File: config.mk
export PLATFORM = sky130hd
export DESIGN_NAME = keypoint_box_normalizer_unit
export DESIGN_NICKNAME = d
export VERILOG_FILES = /design/src/design/kbn_pkg.sv /design/src/design/keypoint_box_normalizer_unit.sv /design/src/design/kbn_div.sv /design/src/design/kbn_rot.sv
export SDC_FILE = /design/constraint.sdc
export NUM_CORES = 2
export LEC_CHECK = 0
export BUFFER_PORTS_ARGS = -buffer_cell sky130_fd_sc_hd__buf_2
export CELL_PAD_IN_SITES_DETAIL_PLACEMENT = 0
export CELL_PAD_IN_SITES_GLOBAL_PLACEMENT = 1
export CORE_MARGIN = 1
export CORE_UTILIZATION = 45
export CTS_BUF_LIST = sky130_fd_sc_hd__clkbuf_16
export DETAILED_ROUTE_END_ITERATION = 7
export PLACE_DENSITY_LB_ADDON = 0.1
export SYNTH_ARGS = -nofsm -noshare
export SYNTH_HDL_FRONTEND = slang
export SYNTH_SLANG_ARGS = --single-unit
File: constraint.sdc
create_clock -name clk -period 10.11 [get_ports clk]
set_clock_uncertainty 0.15 [all_clocks]
set_input_delay 1.011 -clock clk [delete_from_list [all_inputs] [get_ports clk]]
set_output_delay 1.011 -clock clk [all_outputs]
set_load 0.01 [all_outputs]
File: src/design/kbn_pkg.sv
// Package for the keypoint box normalizer: payload types, codes, constants.
// Used by every module of the block; no dependencies.
`default_nettype none
package kbn_pkg;
    localparam int WORD_BITS_DEF = 32;
    localparam int FRAC_BITS_DEF = 16;
    localparam int SCALE_BITS    = 31;
    localparam logic [SCALE_BITS-1:0] MIN_SCALE_RESET = 31'd655;

    localparam logic [1:0] KIND_FRAME = 2'd0;
    localparam logic [1:0] KIND_ROT   = 2'd1;
    localparam logic [1:0] KIND_KEY   = 2'd2;
    localparam logic [1:0] KIND_NONE  = 2'd3;

    localparam logic [2:0] ST_OK       = 3'd0;
    localparam logic [2:0] ST_SIZE     = 3'd1;
    localparam logic [2:0] ST_FOCAL    = 3'd2;
    localparam logic [2:0] ST_DEGEN    = 3'd3;
    localparam logic [2:0] ST_SAT      = 3'd4;
    localparam logic [2:0] ST_NO_FRAME = 3'd5;

    typedef struct packed {
        logic [1:0]  req_type;
        logic signed [WORD_BITS_DEF-1:0] word0;
        logic signed [WORD_BITS_DEF-1:0] word1;
        logic signed [WORD_BITS_DEF-1:0] word2;
        logic signed [WORD_BITS_DEF-1:0] word3;
        logic signed [WORD_BITS_DEF-1:0] word4;
        logic signed [WORD_BITS_DEF-1:0] word5;
        logic signed [WORD_BITS_DEF-1:0] word6;
    } in_item_t;

    typedef struct packed {
        logic [1:0]  result_kind;
        logic signed [WORD_BITS_DEF-1:0] out_a;
        logic signed [WORD_BITS_DEF-1:0] out_b;
        logic signed [WORD_BITS_DEF-1:0] out_c;
        logic [2:0]  status;
    } out_item_t;

    // handshake between sequencer and shared divider
    typedef struct packed {
        logic start;
    } div_ctl_t;
    typedef struct packed {
        logic done;
        logic sat;
    } div_sts_t;
endpackage
`default_nettype wire

File: src/design/keypoint_box_normalizer_unit.sv
// Top level of the keypoint box normalizer: sequencer, box store, output register.
// Instantiates kbn_div and kbn_rot; uses kbn_pkg.
// Work per item: a frame runs three serial divides, a keypoint two, a rotation the kbn_rot test;
//   an item that fails its checks goes straight to the output register.
// Throughput: one item at a time; the shared one-bit-per-cycle divider sets the rate.
// Reset: rst_n asynchronous active low clears box_valid and control and sets min_scale to 655.
`default_nettype none
module keypoint_box_normalizer_unit
    import kbn_pkg::*;
#(
    parameter int FRAC_BITS = FRAC_BITS_DEF
)
(
    input  wire logic                  clk,
    input  wire logic                  rst_n,
    input  wire logic                  in_valid,
    output logic                       in_stall,
    input  wire in_item_t              in_data,
    output logic                       out_valid,
    input  wire logic                  out_stall,
    output out_item_t                  out_data,
    input  wire logic                  cfg_we,
    input  wire logic [SCALE_BITS-1:0] cfg_wdata
);
    // word width is fixed by the payload structs
    localparam int WORD_BITS = WORD_BITS_DEF;

    typedef enum logic [5:0] {
        S_IDLE = 6'b000001,
        S_DIV0 = 6'b000010,
        S_DIV1 = 6'b000100,
        S_DIV2 = 6'b001000,
        S_ROT  = 6'b010000,
        S_OUT  = 6'b100000
    } state_t;

    state_t state_reg, state_next;
    in_item_t item_reg;
    logic [SCALE_BITS-1:0] min_scale_reg;
    logic signed [WORD_BITS-1:0] cx_reg, cy_reg, ext_reg;
    logic box_valid_reg;
    logic signed [WORD_BITS-1:0] ra_reg, rb_reg, rc_reg;
    logic sat_reg;
    logic [2:0] status_reg;
    logic ostart_reg;
    out_item_t out_reg;
    logic out_valid_reg;

    div_ctl_t dctl;
    div_sts_t dsts;
    logic signed [WORD_BITS+1:0] dnum;
    logic [WORD_BITS-1:0] dden;
    logic signed [WORD_BITS-1:0] dquo;
    logic rot_start, rot_done, rot_degen;

    logic in_acc;
    assign in_stall = state_reg != S_IDLE;
    assign in_acc = in_valid && !in_stall;

    // keypoint divisor floor and offsets
    logic [WORD_BITS-1:0] floor_v, scale_v;
    logic signed [WORD_BITS+1:0] dx, dy;
    logic outside;
    assign floor_v = (min_scale_reg == '0) ? WORD_BITS'(1) : WORD_BITS'(min_scale_reg);
    assign scale_v = ($signed(ext_reg) < $signed(floor_v)) ? floor_v : ext_reg;
    assign dx = ($signed((WORD_BITS+2)'(item_reg.word0)) - (WORD_BITS+2)'(cx_reg)) <<< 1;
    assign dy = ($signed((WORD_BITS+2)'(item_reg.word1)) - (WORD_BITS+2)'(cy_reg)) <<< 1;
    assign outside = dx < -$signed((WORD_BITS+2)'(ext_reg)) || dx > (WORD_BITS+2)'(ext_reg)
                  || dy < -$signed((WORD_BITS+2)'(ext_reg)) || dy > (WORD_BITS+2)'(ext_reg);

    // select divider operands per step
    always_comb
    begin
        dnum = '0;
        dden = WORD_BITS'(1);
        if (item_reg.req_type == KIND_FRAME)
        begin
            dden = item_reg.word3;
            case (state_reg)
                S_DIV0: dnum = (WORD_BITS+2)'(item_reg.word0) - (WORD_BITS+2)'(item_reg.word5);
                S_DIV1: dnum = (WORD_BITS+2)'(item_reg.word1) - (WORD_BITS+2)'(item_reg.word6);
                default: dnum = (WORD_BITS+2)'(item_reg.word2);
            endcase
        end
        else
        begin
            dden = scale_v;
            dnum = (state_reg == S_DIV0) ? dx : dy;
        end
    end

    // start the divider only in a divide step
    assign dctl.start = ostart_reg && state_reg != S_ROT;

    kbn_div #(.WORD_BITS(WORD_BITS), .FRAC_BITS(FRAC_BITS)) u_div (
        .clk(clk), .rst_n(rst_n), .ctl(dctl), .num(dnum), .den(dden),
        .sts(dsts), .quo(dquo)
    );

    assign rot_start = ostart_reg && state_reg == S_ROT;
    kbn_rot #(.WORD_BITS(WORD_BITS)) u_rot (
        .clk(clk), .rst_n(rst_n), .start(rot_start),
        .a0(item_reg.word0), .a1(item_reg.word1), .a2(item_reg.word2),
        .b0(item_reg.word3), .b1(item_reg.word4), .b2(item_reg.word5),
        .done(rot_done), .degen(rot_degen)
    );

    // sequencer
    logic last_div;
    assign last_div = (state_reg == S_DIV2)
                   || (state_reg == S_DIV1 && item_reg.req_type == KIND_KEY);
    always_comb
    begin
        state_next = state_reg;
        case (state_reg)
            S_IDLE:
                if (in_acc)
                begin
                    case (in_data.req_type)
                        KIND_ROT: state_next = S_ROT;
                        KIND_FRAME:
                            state_next = (in_data.word2 <= 0 || in_data.word3 <= 0
                                          || in_data.word4 <= 0) ? S_OUT : S_DIV0;
                        KIND_KEY: state_next = box_valid_reg ? S_DIV0 : S_OUT;
                        default: state_next = S_IDLE;
                    endcase
                end
            S_DIV0: if (dsts.done) state_next = S_DIV1;
            S_DIV1: if (dsts.done) state_next = last_div ? S_OUT : S_DIV2;
            S_DIV2: if (dsts.done) state_next = S_OUT;
            S_ROT:  if (rot_done) state_next = S_OUT;
            S_OUT:  if (!out_valid_reg || !out_stall) state_next = S_IDLE;
            default: state_next = S_IDLE;
        endcase
    end

    always_ff @(posedge clk or negedge rst_n)
    begin
        if (!rst_n)
        begin
            state_reg     <= S_IDLE;
            min_scale_reg <= MIN_SCALE_RESET;
            box_valid_reg <= 1'b0;
            out_valid_reg <= 1'b0;
            ostart_reg    <= 1'b0;
        end
        else
        begin
            state_reg  <= state_next;
            ostart_reg <= (state_next != state_reg) && state_next != S_OUT
                          && state_next != S_IDLE;
            if (cfg_we)
                min_scale_reg <= cfg_wdata;
            // store box once the frame passes its checks
            if (state_reg == S_DIV0 && dsts.done && item_reg.req_type == KIND_FRAME)
                box_valid_reg <= 1'b1;
            if (state_reg == S_OUT && (!out_valid_reg || !out_stall))
                out_valid_reg <= 1'b1;
            else if (!out_stall)
                out_valid_reg <= 1'b0;
        end
    end

    // payload registers
    always_ff @(posedge clk)
    begin
        if (in_acc)
        begin
            item_reg <= in_data;
            ra_reg <= '0; rb_reg <= '0; rc_reg <= '0;
            sat_reg <= 1'b0;
            if (in_data.req_type == KIND_FRAME && in_data.word2 <= 0)
                status_reg <= ST_SIZE;
            else if (in_data.req_type == KIND_FRAME
                     && (in_data.word3 <= 0 || in_data.word4 <= 0))
                status_reg <= ST_FOCAL;
            else if (in_data.req_type == KIND_KEY && !box_valid_reg)
                status_reg <= ST_NO_FRAME;
            else
                status_reg <= ST_OK;
        end
        if (state_reg == S_DIV0 && dsts.done && item_reg.req_type == KIND_FRAME)
        begin
            cx_reg  <= item_reg.word0;
            cy_reg  <= item_reg.word1;
            ext_reg <= item_reg.word2;
        end
        if (dsts.done)
        begin
            if (dsts.sat) sat_reg <= 1'b1;
            case (state_reg)
                S_DIV0: ra_reg <= dquo;
                S_DIV1: rb_reg <= dquo;
                S_DIV2: rc_reg <= dquo;
                default: ;
            endcase
            if (state_reg == S_DIV1 && item_reg.req_type == KIND_KEY)
                rc_reg <= outside ? '0 : item_reg.word2;
        end
        if (rot_done)
            status_reg <= rot_degen ? ST_DEGEN : ST_OK;
        if (state_reg == S_OUT && (!out_valid_reg || !out_stall))
        begin
            out_reg.result_kind <= item_reg.req_type;
            out_reg.out_a <= ra_reg;
            out_reg.out_b <= rb_reg;
            out_reg.out_c <= rc_reg;
            out_reg.status <= (status_reg == ST_OK && sat_reg) ? ST_SAT : status_reg;
        end
    end

    assign out_valid = out_valid_reg;
    assign out_data  = out_reg;

    // a new transaction is only taken when the sequencer is idle
    assert property (@(posedge clk) disable iff (!rst_n)
        in_acc |=> state_reg != S_IDLE || $past(in_data.req_type) == KIND_NONE)
        else $error("accepted item did not start work");
    // a stalled result holds
    assert property (@(posedge clk) disable iff (!rst_n)
        out_valid && out_stall |=> out_valid && $stable(out_data))
        else $error("stalled result changed");
    // divider completes only in a divide step
    assert property (@(posedge clk) disable iff (!rst_n)
        dsts.done |-> state_reg == S_DIV0 || state_reg == S_DIV1 || state_reg == S_DIV2)
        else $error("divider done outside a divide step");
endmodule
`default_nettype wire

File: src/design/kbn_div.sv
// Shared iterative signed fixed-point divider: (n << FRAC) / d, d > 0.
// One quotient bit per cycle, truncating toward zero, saturating. Uses kbn_pkg.
`default_nettype none
module kbn_div
    import kbn_pkg::*;
#(
    parameter int WORD_BITS = WORD_BITS_DEF,
    parameter int FRAC_BITS = FRAC_BITS_DEF
)
(
    input  wire logic                        clk,
    input  wire logic                        rst_n,
    input  wire div_ctl_t                    ctl,
    input  wire logic signed [WORD_BITS+1:0] num,
    input  wire logic [WORD_BITS-1:0]        den,
    output div_sts_t                         sts,
    output logic signed [WORD_BITS-1:0]      quo
);
    localparam int NB = WORD_BITS + 2 + FRAC_BITS;
    localparam int CW = $clog2(NB + 1);

    logic [NB-1:0]        dvd_reg, dvd_next;
    logic [WORD_BITS:0]   rem_reg, rem_next;
    logic [WORD_BITS-1:0] den_reg, den_next;
    logic                 neg_reg, neg_next;
    logic [CW-1:0]        cnt_reg, cnt_next;
    logic                 busy_reg, busy_next;
    logic                 done_reg, done_next;

    logic [WORD_BITS+1:0] mag;
    logic [WORD_BITS+1:0] trial;
    logic [WORD_BITS:0]   shifted;
    logic [NB-1:0]        limit;

    assign mag   = num[WORD_BITS+1] ? (~num + 1'b1) : num;
    assign limit = neg_reg ? (NB'(1) << (WORD_BITS-1)) : ((NB'(1) << (WORD_BITS-1)) - 1'b1);
    assign shifted = {rem_reg[WORD_BITS-1:0], dvd_reg[NB-1]};
    assign trial = {1'b0, shifted} - {2'b00, den_reg};

    // run restoring division one bit a cycle
    always_comb
    begin
        dvd_next  = dvd_reg;
        rem_next  = rem_reg;
        den_next  = den_reg;
        neg_next  = neg_reg;
        cnt_next  = cnt_reg;
        busy_next = busy_reg;
        done_next = 1'b0;
        if (ctl.start)
        begin
            dvd_next  = {mag, FRAC_BITS'(0)};
            rem_next  = '0;
            den_next  = den;
            neg_next  = num[WORD_BITS+1];
            cnt_next  = CW'(NB);
            busy_next = 1'b1;
        end
        else if (busy_reg)
        begin
            if (!trial[WORD_BITS+1])
            begin
                rem_next = trial[WORD_BITS:0];
                dvd_next = {dvd_reg[NB-2:0], 1'b1};
            end
            else
            begin
                rem_next = shifted;
                dvd_next = {dvd_reg[NB-2:0], 1'b0};
            end
            cnt_next = cnt_reg - 1'b1;
            if (cnt_reg == CW'(1))
            begin
                busy_next = 1'b0;
                done_next = 1'b1;
            end
        end
    end

    always_ff @(posedge clk or negedge rst_n)
    begin
        if (!rst_n)
        begin
            busy_reg <= 1'b0;
            done_reg <= 1'b0;
            cnt_reg  <= '0;
        end
        else
        begin
            busy_reg <= busy_next;
            done_reg <= done_next;
            cnt_reg  <= cnt_next;
        end
    end

    always_ff @(posedge clk)
    begin
        dvd_reg <= dvd_next;
        rem_reg <= rem_next;
        den_reg <= den_next;
        neg_reg <= neg_next;
    end

    // saturate and apply sign
    logic [NB-1:0]        qmag;
    logic [WORD_BITS-1:0] qlim;
    assign qmag = (dvd_reg > limit) ? limit : dvd_reg;
    assign qlim = qmag[WORD_BITS-1:0];
    assign quo  = neg_reg ? $signed(~qlim + 1'b1) : $signed(qlim);
    assign sts.done = done_reg;
    assign sts.sat  = dvd_reg > limit;
endmodule
`default_nettype wire

File: src/design/kbn_rot.sv
// Rotation degeneracy test: one shared multiplier stepped over six products.
// Compares the three cross-product term pairs exactly. Uses kbn_pkg.
`default_nettype none
module kbn_rot
    import kbn_pkg::*;
#(
    parameter int WORD_BITS = WORD_BITS_DEF
)
(
    input  wire logic                      clk,
    input  wire logic                      rst_n,
    input  wire logic                      start,
    input  wire logic signed [WORD_BITS-1:0] a0,
    input  wire logic signed [WORD_BITS-1:0] a1,
    input  wire logic signed [WORD_BITS-1:0] a2,
    input  wire logic signed [WORD_BITS-1:0] b0,
    input  wire logic signed [WORD_BITS-1:0] b1,
    input  wire logic signed [WORD_BITS-1:0] b2,
    output logic                           done,
    output logic                           degen
);
    localparam int PW = 2 * WORD_BITS;

    logic [2:0]              step_reg, step_next;
    logic                    busy_reg, busy_next;
    logic                    done_reg;
    logic                    eq_reg, eq_next;
    logic signed [PW-1:0]    prev_reg;
    logic signed [WORD_BITS-1:0] mx, my;
    logic signed [PW-1:0]    prod;

    // pick operands for this step: pairs (a1b2,a2b1),(a2b0,a0b2),(a0b1,a1b0)
    always_comb
    begin
        case (step_reg)
            3'd0: begin mx = a1; my = b2; end
            3'd1: begin mx = a2; my = b1; end
            3'd2: begin mx = a2; my = b0; end
            3'd3: begin mx = a0; my = b2; end
            3'd4: begin mx = a0; my = b1; end
            3'd5: begin mx = a1; my = b0; end
            default: begin mx = '0; my = '0; end
        endcase
    end
    assign prod = mx * my;

    always_comb
    begin
        step_next = step_reg;
        busy_next = busy_reg;
        eq_next   = eq_reg;
        if (start)
        begin
            step_next = '0;
            busy_next = 1'b1;
            eq_next   = 1'b1;
        end
        else if (busy_reg)
        begin
            if (step_reg[0] && prod != prev_reg)
                eq_next = 1'b0;
            step_next = step_reg + 1'b1;
            if (step_reg == 3'd5)
                busy_next = 1'b0;
        end
    end

    always_ff @(posedge clk or negedge rst_n)
    begin
        if (!rst_n)
        begin
            step_reg <= '0;
            busy_reg <= 1'b0;
            done_reg <= 1'b0;
            eq_reg   <= 1'b0;
        end
        else
        begin
            step_reg <= step_next;
            busy_reg <= busy_next;
            done_reg <= busy_reg && step_reg == 3'd5 && !start;
            eq_reg   <= eq_next;
        end
    end

    always_ff @(posedge clk)
    begin
        prev_reg <= prod;
    end

    assign done  = done_reg;
    assign degen = eq_reg || (a0 == '0 && a1 == '0 && a2 == '0);
endmodule
`default_nettype wire
======== Yosys cells after proc, flatten, opt, wreduce, memory -nomap -nowiden ========
Index checks and enable logic that the tools add are counted.
operators by class
  $add $sub $neg .......................... 10
  $mul .................................... 1
  order comparisons ....................... 9
  eq/ne operators ......................... 22
  multiplexer cells ....................... 65
  bitwise operators ....................... 2
  reduce and logical (&&, ||, !) cells .... 51
operators by type and width
  kind                                                                    number
  32-bit 2-to-1 mux                                                       17
  32-bit case mux with 3 select lines                                     2
  32-bit by 32-bit subtractor with 33-bit output                          4
  34-bit 2-to-1 mux                                                       3
  50-bit 2-to-1 mux                                                       2
  32-bit by 1-bit <= comparator with 1-bit output, second input constant  3
  32-bit logical NOT                                                      3
  34-bit by 32-bit > comparator with 1-bit output                         2
  34-bit less-than comparator                                             2
  34-bit case mux with 2 select lines                                     1
  6-bit 2-to-1 mux                                                        11
  32-bit by 32-bit multiplier with 64-bit output                          1
  64-bit inequality test                                                  1
  50-bit by 32-bit > comparator with 1-bit output                         1
  6-bit case mux with 6 select lines                                      1
  34-bit by 1-bit adder with 34-bit output, second input constant         1
  32-bit negator with 34-bit output                                       1
  34-bit NOT                                                              1
  33-bit by 32-bit subtractor with 34-bit output                          1
  32-bit by 1-bit adder with 32-bit output, second input constant         1
  32-bit less-than comparator                                             1
  32-bit NOT                                                              1
  31-bit logical NOT                                                      1
  31-bit 2-to-1 mux                                                       1
  30 further kinds                                                        97
word-level totals
  register bits ........................... 756
  bits of input ports ..................... 262
  output and inout port bits .............. 103
  word-level logic and storage cells ...... 199

======== Depth between registers and ports, before layout ========
  depth after elaboration ................. 10
  gate-level depth with buffers ........... 41
  depth with buffers taken out ............ 37

======== Hierarchy ========
Synthesis repeated with hierarchy kept, for this count alone.
second synthesis, totals
  cell total of the unflattened synthesis .. 8,728
  area total of the unflattened synthesis .. 80,878.8 sq um
modules (own cells, without submodules)
  module                        times used  cells each  area an instance (sq um)
  kbn_rot                       1           4,733       40,819.1
  keypoint_box_normalizer_unit  1           2,900       30,733.2
  kbn_div                       1           1,095       9,326.4

======== Least setup slack after synthesis ========
No wires, ideal clock.
  path kind ............................... reg2reg
  from .................................... register u_rot.step_reg[2]
  to ...................................... register u_rot.eq_reg
  library setup time ...................... 0.095 ns
  arrival time ............................ 10.472 ns
  data required time ...................... 9.865 ns
  setup slack ............................. -0.607 ns
  cell stages (with the launch flop) ...... 41
  buffers on the path ..................... 4
  cells stage by stage .................... dfrtp_1 -> clkbuf_1 -> inv_1 -> ha_1 -> nand2b_1 -> clkbuf_1 -> a22oi_1 -> and2_1 -> clkbuf_1 -> nor2_1 -> nand2_1 -> inv_1 -> fa_1 -> inv_1 -> fa_1 -> inv_1 -> fa_1 -> fa_1 -> [5 not listed] -> fa_1 -> inv_1 -> fa_1 -> ha_1 -> clkbuf_1 -> nand2_1 -> o21ai_0 -> nor2_1 -> a21o_1 -> or4_1 -> or4b_1 -> a2111oi_0 -> nand4_1 -> nor4_1 -> nand4_1 -> nor4_1 -> nand4_1 -> o31ai_1
between the ends
  cells in the longest elaborated chain, start to end .. 8
  elaborated cells between the ends (all ways) .. 19
  classes of those cells .................. 1 x mul; 6 x eq/ne; 2 x mux; 10 x reduce/logical
RTL lines
  what                                                RTL line       source
  from (decl)                                         kbn_rot.sv:24  logic [2:0] step_reg, step_next;
  from (signal assigned)                              kbn_rot.sv:79  step_reg <= step_next;
  3-bit equality test, or another cell as far along   kbn_rot.sv:35  case (step_reg)
  2-bit OR reduction (no source line)                 --
  32-bit case mux with 3 select lines                 kbn_rot.sv:35
  32-bit by 32-bit multiplier with 64-bit output (*)  kbn_rot.sv:45  assign prod = mx * my;
  64-bit inequality test (*)                          kbn_rot.sv:60  if (step_reg[0] && prod != prev_reg)
  1-bit logical AND (*)                               kbn_rot.sv:60
  2-bit nonzero test (no source line) (*)             --
  2-bit AND reduction (no source line) (*)            --
  to (signal assigned)                                kbn_rot.sv:82  eq_reg <= eq_next;
  to (decl)                                           kbn_rot.sv:27  logic eq_reg, eq_next;
Every way passes the cells marked *; elsewhere a longest branch is shown, timed or not.
A chain may end at the register's enable or synchronous reset.

======== Worst setup path in the final report ========
  from .................................... register u_rot.step_reg[0]
  to ...................................... register u_rot.eq_reg
between the ends
  cells in the longest elaborated chain, start to end .. 8
  elaborated cells between the ends (all ways) .. 19
  classes of those cells .................. 1 x mul; 6 x eq/ne; 2 x mux; 10 x reduce/logical
RTL lines
  what                                                RTL line       source
  3-bit equality test, or another cell as far along   kbn_rot.sv:35
  2-bit OR reduction (no source line)                 --
  32-bit case mux with 3 select lines                 kbn_rot.sv:35
  32-bit by 32-bit multiplier with 64-bit output (*)  kbn_rot.sv:45
  via u_rot.prod[60]                                  kbn_rot.sv:30  logic signed [PW-1:0] prod;
  64-bit inequality test (*)                          kbn_rot.sv:60
  1-bit logical AND (*)                               kbn_rot.sv:60
  2-bit nonzero test (no source line) (*)             --
  2-bit AND reduction (no source line) (*)            --
The timed path passes the listed nets; every way through them passes the cells marked *.

==> qor.yml <==
status: "complete, but fails checks"
violations: "DRC, capacitance limit, slew limit, setup timing"
rsz0062_at_grt: "true"
synth_area_per_cell_um2: 9.46
hold_violations: 0
whs_path_depth: 1
start_util_pct: 45.4
die_w_um: 424
wire_per_inst_um: 31.4
viasPerCell: 5.90
dieHeight_um: 424
worstPathMaxFanout: 18
vias: 71100
rows: 154
drtAntennaViolNets: 0
antenna_found_initial: 26
synth_nets: 10400
r2r_setup_slack_ns: -0.24
dr_wl_met2_um: 157000
gp_congestion: 1.12
core-area_um2: 176000
holdPathEnd: "item_reg[59]"
yosysWarnings: 0
ys_seq_elements: 756
areaGrowthSynthToFinish_pct: 20.4
cp-start-kind: "flip-flop"
setup_viol: 1
min-delay-start: "in_data[59]"
largest_register_ffs: 226
reg2reg_depth: 40
cts_sinks: 756
crit_buf_inv: 14
postLayoutCoreUtil_pct: 54.6
io_pins: 365
nFillCells: 16200
wl_met3_um: 45000
max_cap_violations: 2
gr-total-overflow: 0
dp_slack_ns: -0.436
cts_max_level: 3
route.detailed.drc: 60
dpl.hpwl_um: 327000
worstPathRequired_ns: 10.58
worst_skew_pair.late_latency_ns: 0.79
grt_pass1_wl_um: 527000
max_stage_delay_ns: 0.70
syn_area_um2: 80100
drt-met1-wl_um: 146000
drive_above_1_share_pct: 18.9
maxSlewHeadroom_pct: -0.304
cts_tree: "built"
cts.clk_slew.worst_paths_ns: 0.06
drt_iter0_drc: 8417
critical_path.top_delay_family: "adder cells"
critPathCaptureType: "flip-flop"
r2r-start: "u_rot.step_reg[0]"
dp_cells: 11900
multi_input_area_um2: 54500
fin_cells: 12000
drtPass1Iterations: 8
critical_path.slowest_cell: "fa_1"
cp.depth: 40
post-route-min-period_ns: 10.35
synth_flop_cell: "edfxtp_1"
numCtsBuffers: 87
cts_root_buffer: "clkbuf_16"
fin_tns_setup_ns: -0.242
syn_inst: 8466
wl_um: 378000
grt_usage_pct: 42.0
dr.max_layer_used: "met5"
grt_pass1_vias: 70800
layout.nets: 11500
hp-class: "in2reg"
path_class: "reg2reg"
synthArstFlopShare_pct: 7.14
clock_path_buffers: 3
setup_slack_ns: -0.242
fin_crit_sh_pct: 102
die-area_um2: 180000
yosysSeqAreaShare_pct: 25.4
synth_edf_count: 493
seq_area_um2: 20400
grt_max_degree: 94
synth_cell_types: 103
r2r_end: "u_rot.eq_reg"
max_freq_ghz: 0.0966
portBuffers: 364
cp.arrival_ns: 10.82
worst_pin_slew_ns: 1.49
drv_slew: 2
==> metal layers <==
metal	track usage, %	vias up
li1	-	30500
met1	54.6	35800
met2	60.5	3881
met3	13.1	900
met4	26.9	20
met5	0	-
==> cells in the mapped netlist (14+ instances only) <==
cell type | instances | area [um2]
buf_1 | 22 | 82.6
nand2_1 | 970 | 3640
or4_1 | 14 | 105
o21a_1 | 52 | 390
o211ai_1 | 38 | 285
or3_1 | 35 | 219
dfxtp_1 | 209 | 4180
mux2i_1 | 87 | 871
nand4_1 | 96 | 601
nor4_1 | 88 | 551
and2_1 | 84 | 526
a21oi_1 | 348 | 1740
a22oi_1 | 65 | 488
a31oi_1 | 49 | 307
a211oi_1 | 45 | 338
nor3_1 | 95 | 475
nor2b_1 | 61 | 382
nand3_1 | 97 | 485
o31ai_1 | 27 | 203
inv_1 | 1236 | 4640
fa_1 | 1087 | 21800
a222oi_1 | 16 | 160
ha_1 | 546 | 6830
xor2_1 | 104 | 911
o22ai_1 | 19 | 119
edfxtp_1 | 493 | 14800
o21bai_1 | 30 | 225
a22o_1 | 68 | 596
a21o_1 | 166 | 1250
dfrtp_1 | 47 | 1180
nor2_1 | 847 | 3180
clkbuf_1 | 323 | 1210
or2_2 | 32 | 200
and3_1 | 30 | 188
xnor2_1 | 198 | 1730
a221o_1 | 23 | 230
a221oi_1 | 15 | 131
nand2b_1 | 50 | 313
o21ai_0 | 373 | 1870
==> repair_timing <==
item | in CTS | in global routing
setup buffers | 8 | 13
setup endpoints to repair | 1 | 6
pin swaps | 19 | 41
resized for setup | 65 | 109
hold buffers | 1 | 0
endpoints found under the hold margin | 3 | 0
gates cloned | 0 | 2
==> layout by cell type, fill, tap and decap left out, drive strengths merged, types with 16 or more instances in the layout <==
cell type / Yosys / layout
or4: 20 / 20
xor2: 104 / 104
dfrtp: 47 / 47
o22ai: 19 / 19
a22o: 68 / 68
a21o: 166 / 166
nand4: 96 / 96
clkbuf: 323 / 94
a222oi: 16 / 16
clkinv: 1 / 38
and2: 88 / 88
or3: 35 / 35
inv: 1237 / 1259
o21a: 52 / 52
a21oi: 349 / 349
nand2: 975 / 975
a221oi: 16 / 16
dfxtp: 209 / 209
o211ai: 38 / 38
nor2b: 61 / 61
nor3: 95 / 95
nor4: 94 / 94
xnor2: 198 / 198
nor2: 847 / 847
ha: 546 / 546
and3: 31 / 31
a211oi: 46 / 46
a22oi: 65 / 65
o31ai: 28 / 28
nand3: 98 / 98
o21ai: 385 / 385
mux2i: 87 / 87
or2: 35 / 35
fa: 1087 / 1087
buf: 35 / 1424
a221o: 23 / 23
o21bai: 30 / 30
nand2b: 50 / 50
edfxtp: 493 / 493
a31oi: 49 / 49
==> cells by family after synthesis <==
logic type	synth area share [%]
compound gates	12.2
mux	1.17
buf+inv	7.51
flops	25.4
simple gates	14.5
xor+xnor	3.50
fa+ha+maj	35.7
==> worst max path at each step <==
stage                            from            to  slack [ns]
CTS                 u_rot.step_reg[1]  u_rot.eq_reg       -0.18
finish              u_rot.step_reg[0]  u_rot.eq_reg       -0.24
global placement    u_rot.step_reg[0]  u_rot.eq_reg       -0.49
global route        u_rot.step_reg[1]  u_rot.eq_reg       -0.53
detailed placement  u_rot.step_reg[0]  u_rot.eq_reg       -0.44
floorplan           u_rot.step_reg[1]  u_rot.eq_reg       0.002
==> stage by stage <==
| step | area (um2) | hold slack (ns) |
|---|---|---|
| 2_1_floorplan | 80200 | 0.258 |
| 3_3_place_gp | 92500 | 0.263 |
| 3_5_place_dp | 92500 | 0.267 |
| 4_1_cts | 95800 | 0.223 |
| 5_1_grt | 96400 | 0.236 |
| 6_report | 96400 | 0.256 |
==> final cells by class <==
cell class	instances	share of cell area (%)
sequential	756	21.1
antenna	11	0.0285
timing repair buffer	1427	11.3
multi-input combinational	6114	56.5
clock buffer	92	2.39
inverter	1238	4.83
tap	2340	3.04
clock inverter	70	0.729
Power is not shown: default switching activity piles up to over one toggle a cycle in this logic, so the estimate is an artifact.
